File: config.mk
export PLATFORM = sky130hd
export DESIGN_NAME = pfb_ctrl
export DESIGN_NICKNAME = d
export VERILOG_FILES = /design/src/design/pfb_pkg.sv /design/src/design/pfb_ctrl.sv
export SDC_FILE = /design/constraint.sdc
export NUM_CORES = 1
export LEC_CHECK = 0
export BUFFER_PORTS_ARGS = -buffer_cell sky130_fd_sc_hd__buf_2
export CAP_MARGIN = 20
export CORE_AREA = 2 2 39 41
export DETAILED_ROUTE_END_ITERATION = 10
export DIE_AREA = 0 0 41 43
export GPL_ROUTABILITY_DRIVEN = 0
export PLACE_DENSITY = 0.38
export SETUP_SLACK_MARGIN = 0.5
export SYNTH_ARGS = -nofsm -noshare
export SYNTH_HDL_FRONTEND = slang
export SYNTH_SLANG_ARGS = --single-unit
File: constraint.sdc
create_clock -name clk -period 2.2 [get_ports clk]
set_clock_uncertainty 0.05 [all_clocks]
set_input_delay 0.11 -clock clk [delete_from_list [all_inputs] [get_ports clk]]
set_output_delay 0.11 -clock clk [all_outputs]
set_load 0.03 [all_outputs]
File: src/design/pfb_pkg.sv
// ----------------------------------------------------------------------------
// Packed framebuffer package
// Shared types and constants for the packed-pixel frame store access block.
// ----------------------------------------------------------------------------
package pfb_pkg;

	// Depth mode codes.
	localparam logic [2:0] DM_1BPP  = 3'd0;
	localparam logic [2:0] DM_3BPP  = 3'd1;
	localparam logic [2:0] DM_4BPP  = 3'd2;
	localparam logic [2:0] DM_8BPP  = 3'd3;
	localparam logic [2:0] DM_16BPP = 3'd4;
	localparam logic [2:0] DM_24BPP = 3'd5;
	localparam logic [2:0] DM_32BPP = 3'd6;
	localparam logic [2:0] DM_NONE  = 3'd7;

	// Status codes.
	localparam logic [1:0] ST_DONE    = 2'd0;
	localparam logic [1:0] ST_OUTSIDE = 2'd1;
	localparam logic [1:0] ST_UNSUPP  = 2'd2;
	localparam logic [1:0] ST_BEYOND  = 2'd3;

	// Configuration register indexes.
	localparam logic [1:0] REG_DEPTH  = 2'd0;
	localparam logic [1:0] REG_WIDTH  = 2'd1;
	localparam logic [1:0] REG_HEIGHT = 2'd2;

	typedef struct packed {
		logic        kind;
		logic [15:0] pos_x;
		logic [15:0] pos_y;
		logic [31:0] pixel_value;
	} pfb_in_t;

	typedef struct packed {
		logic [31:0] read_value;
		logic [1:0]  status;
	} pfb_out_t;

	// Commands from controller to datapath.
	typedef struct packed {
		logic load;    // capture the request and start address math
		logic mul;     // compute the linear pixel index product
		logic addr;    // form byte address and range check
		logic rd;      // issue a read of the current byte
		logic wr;      // write the merged byte (writes only), collect read bits and step on
		logic finish;  // present the result
	} pfb_cmd_t;

	// Status from datapath to controller.
	typedef struct packed {
		logic reject;   // access is rejected, no store traffic
		logic last;     // current byte is the pixel's last byte
	} pfb_sts_t;

endpackage

File: src/design/pfb_ctrl.sv
// ----------------------------------------------------------------------------
// Packed framebuffer controller
// Sequences address math, then a RD and a WR state for each byte's read-modify-write.
// ----------------------------------------------------------------------------
module pfb_ctrl (
	input  logic              clk,
	input  logic              arst_n,
	input  logic              start,
	input  pfb_pkg::pfb_sts_t sts,
	output pfb_pkg::pfb_cmd_t cmd,
	output logic              busy,
	output logic              done
);
	import pfb_pkg::*;

	typedef enum logic [2:0] {IDLE, MUL, ADDR, RD, WR, FIN} state_t;
	state_t state_q;

	always_comb begin
		cmd        = '0;
		cmd.load   = (state_q == IDLE) && start;
		cmd.mul    = (state_q == MUL);
		cmd.addr   = (state_q == ADDR);
		cmd.rd     = (state_q == RD);
		cmd.wr     = (state_q == WR);
		cmd.finish = (state_q == FIN);
	end

	assign busy = (state_q != IDLE);

	// State register and result strobe.
	always_ff @(posedge clk or negedge arst_n) begin
		if (!arst_n) begin
			state_q <= IDLE;
			done    <= 1'b0;
		end else begin
			done <= (state_q == FIN);
			unique case (state_q)
				IDLE: if (start) state_q <= MUL;
				MUL:  state_q <= sts.reject ? FIN : ADDR;
				ADDR: state_q <= RD;
				RD:   state_q <= sts.reject ? FIN : WR;
				WR:   state_q <= sts.last ? FIN : RD;
				FIN:  state_q <= IDLE;
				default: state_q <= IDLE;
			endcase
		end
	end

endmodule

Word level (Yosys, flattened, before mapping)
Index checks and enable logic that the tools add are counted.
- word-level logic and storage cells: 16
- output and inout port bits: 8
- input port bits: 5
- bits in registers: 4
- reductions and logical operators: 3
- eq/ne operators: 6
- mux-type cells: 5
- operator list (kind ; count):
    3-bit one-hot mux with 5 select lines ; 1
    3-bit 2-to-1 mux ; 3
    3-bit by 2-bit == test with 1-bit output (second input constant) ; 2
    3-bit == test (second input constant) ; 2
    3-bit by 1-bit == test with 1-bit output (second input constant) ; 1
    3-bit logical NOT ; 1
    3-bit nonzero test ; 1
    2-bit inequality test (second input constant) ; 1
    1-bit logical AND ; 1
    1-bit 2-to-1 mux ; 1

Longest topological paths before layout
- depth in word-level cells: 2
- mapped depth: 3
- mapped depth without buffers: 2

Worst setup path after synthesis
Ideal clock, no wire load.
- path type: register to register
- from: register state_q[0]
- to: register done
- data arrival time: 1285 ps
- period minus slack after synthesis: 1545 ps
- required time: 1941 ps
- path buffers: 0
- library setup time: 209 ps
- stages on the path, launching flop included: 3
- slack: 655 ps
- cell sequence: dfrtp_1 inv_1 nor3b_1
- RTL lines (what ; RTL line ; source):
    start, declared ; pfb_ctrl.sv:17 ; state_t state_q;
    start signal, assigned ; pfb_ctrl.sv:40 ; MUL: state_q <= sts.reject ? FIN : ADDR;
    start signal, assigned ; pfb_ctrl.sv:42 ; RD: state_q <= sts.reject ? FIN : WR;
    start signal, assigned ; pfb_ctrl.sv:43 ; WR: state_q <= sts.last ? FIN : RD;
    end signal, assigned ; pfb_ctrl.sv:37 ; done <= (state_q == FIN);
    end, declared ; pfb_ctrl.sv:12 ; output logic done

==> metrics.md <==
| Metric | Value |
|---|---|
| Setup violators final | 0 |
| Hold slack final | 0.0560 ns |
| Max Cap Violations | 0 |
| Post_cts resized | 0 |
| CTS tree | built |
| Final Hold Fails | 0 |
| Fin util | 24.0% |
| Max stage delay on crit path | 0.45 ns |
| Worst setup path class | reg2out |
| Crit path max fanout | 9 |
| # port buffers | 12 |
| Critical Path Source Type | flop |
| Tot Pwr | 0.538 mW |
| R2R cell count | 2 |
| Max Root-Sink Buffers | 2 |
| Fraction of layout cells with a size suffix above 1 | 45.9% |
| Rows | 14 |
| Ports | 13 |
| Max-slew violation count | 0 |
| Largest net degree at the start of global routing | 10 |
| Crit path capture type | primary output |
| DRT Pass-1 Iters | 2 |
| Area growth syn-to-layout | 44.0% |
| Post-placement cell count | a little under 50 |
| Period Utilization, post-route | around 71% |
| Ant. Diodes | 0 |
| Die area | 1760 um2 |
| Mapped Area | 230 um2 |
| GRT Residual Overflow | 0 |
| Htree depth | 1 |
| Fill cells | 156 |
| Slew @ Worst Pin | 0.260 ns |
| Max Fclk | around 640 MHz |
| CP Data Required Time | 2.04 ns |
| Worst-path cell chain | or3_4, nor2_1, buf_2 |
| Drt initial violations | 2 |
| Post-DRT Antenna Nets | 0 |
| Yosys Warn Count | 0 |
| Area of the multi-input gates | 108 um2 |
| Arrival @ worst endpoint | 1.40 ns |
| Starting Density | 16.6% |
| First-pass GRT wire length | 772 um |
| Syn_area_per_cell | 10.5 um2 |
| Clock root cell | clkbuf_4 |
| Max_slew headroom | a little over 80% |
| Vias | 211 |
| Register area | roughly 100 um2 |
| Via-per-instance ratio | 3.98 |
| WL/cell | approximately 9.9 um |
| Die Ht | 43 um |
| Sink Count | 4 |
| Non-Filler Instances | 53 |
| Power Dens Cells | 1620 nW/um2 |
| Sequential element share of the synthesized area | 43.5% |
| Initial antenna violation count | 0 |
| RSZ-0062 raised after global routing | no |
| WL final | approximately 530 um |
| Hold path cells | 2 |
| Post-CTS Hold Buffers | 1 |
| GRT Overall Usage | 6.75% |
| Cell count after synthesis | 22 |
| Core Area | 1380 um2 |
| Leading cell type in the layout, fill and taps excluded | buf_2 |
| Clock buffers created by TritonCTS | 3 |
| Worst min path class | in2reg |
| Post-synth cell types | 14 |
| Crit path time final | 1.56 ns |
| Leak | 0.174 nW |
| Post-route setup TNS | 0 ns |
| FF+latch count, synth | 4 |
| HPWL Detailed | 391 um |
| Post-detailed-route DRC marker count | 0 |
| Status | complete, no violations |
| Post-CTS setup buffers | 0 |
| Nets | 44 |
| Syn Nets | 27 |
| Vias in the first global route | 183 |
| Die W | between 40 and 50 um |
| Worst IR Drop VDD | approximately 450 uV |
| CTS clock-pin slew for the worst setup and hold paths | ~0.04 ns |
| Most frequent cells in the layout | buf_2, dfrtp_1, inv_1, nor3b_1, clkbuf_4 |
| Skew-Pair Late Insertion Delay | 0.24 ns |
| Worst path slowest cell | dfrtp_1 |
-- power breakdown --
part,internal (mW),total (mW),switching [mW]
clock network,0.0611,0.0922,0.0311
logic,0.108,0.287,0.179
registers,0.105,0.159,0.0540
-- registers in the layout, summed over array words and instances, names as in the netlist --
register  cells
done          1
state_q       3
-- cells by family after synthesis --
| family | share of synthesized area (%) |
|---|---|
| AO/OA/AOI/OAI | 14.7 |
| flip-flops | 43.5 |
| buffers and inverters | 9.78 |
| AND/OR/NAND/NOR | 32.1 |
-- through the flow --
stage	worst slack [ns]	cell area (um2)
final	0.642	332
after global placement	0.906	299
after global routing	0.594	332
after detailed placement	0.898	299
after CTS	0.639	332
after floorplan	0.655	230
-- path summary, 6_finish.rpt --
check | start | end | slack (ns)
setup / recovery | state_q[2]$_DFFE_PN0P_ | cmd[5] | 0.64
hold / removal | sts[0] | state_q[2]$_DFFE_PN0P_ | 0.06
setup reg to reg | state_q[2]$_DFFE_PN0P_ | state_q[0]$_DFFE_PN0P_ | 0.94
hold reg to reg | state_q[1]$_DFFE_PN0P_ | done$_DFF_PN0_ | 0.59
max in group asynchronous | arst_n | state_q[2]$_DFFE_PN0P_ | 1.82
min in group asynchronous | arst_n | done$_DFF_PN0_ | 0.16
-- area by class of cell --
cell class | count | area share [%]
clock buffer | 3 | 6.79
inverter | 3 | 3.40
multi-input combinational | 14 | 32.5
sequential | 4 | 30.2
tap | 16 | 6.04
timing repair buffer | 13 | 21.1
-- critical path, delay by kind of cell (launching register included) --
family                 cells  cell delay (ns)
flip-flops                 1             0.45
buffers and inverters      1             0.20
AND/OR/NAND/NOR            2             0.52
-- per-layer routing --
layer  global-route usage, %  routed length (um)
met3                    4.71                  41
met5                       0                   0
met2                    7.81                 215
met4                    2.00                   0
met1                    9.77                 269
-- cells in the mapped netlist --
| library cell | n | area [um2] |
|---|---|---|
| nor3_1 | 1 | 5.00 |
| nor4b_1 | 1 | 8.76 |
| o21ai_0 | 1 | 5.00 |
| nand2b_1 | 1 | 6.26 |
| a211o_1 | 1 | 8.76 |
| buf_6 | 1 | 11.3 |
| nor2_1 | 2 | 7.51 |
| nor3b_2 | 1 | 12.5 |
| o2bb2ai_1 | 1 | 8.76 |
| o221a_1 | 1 | 11.3 |
| or3_4 | 1 | 11.3 |
| inv_1 | 3 | 11.3 |
| dfrtp_1 | 4 | 100 |
| nor3b_1 | 3 | 22.5 |
Power figures use the tool's default switching activity.
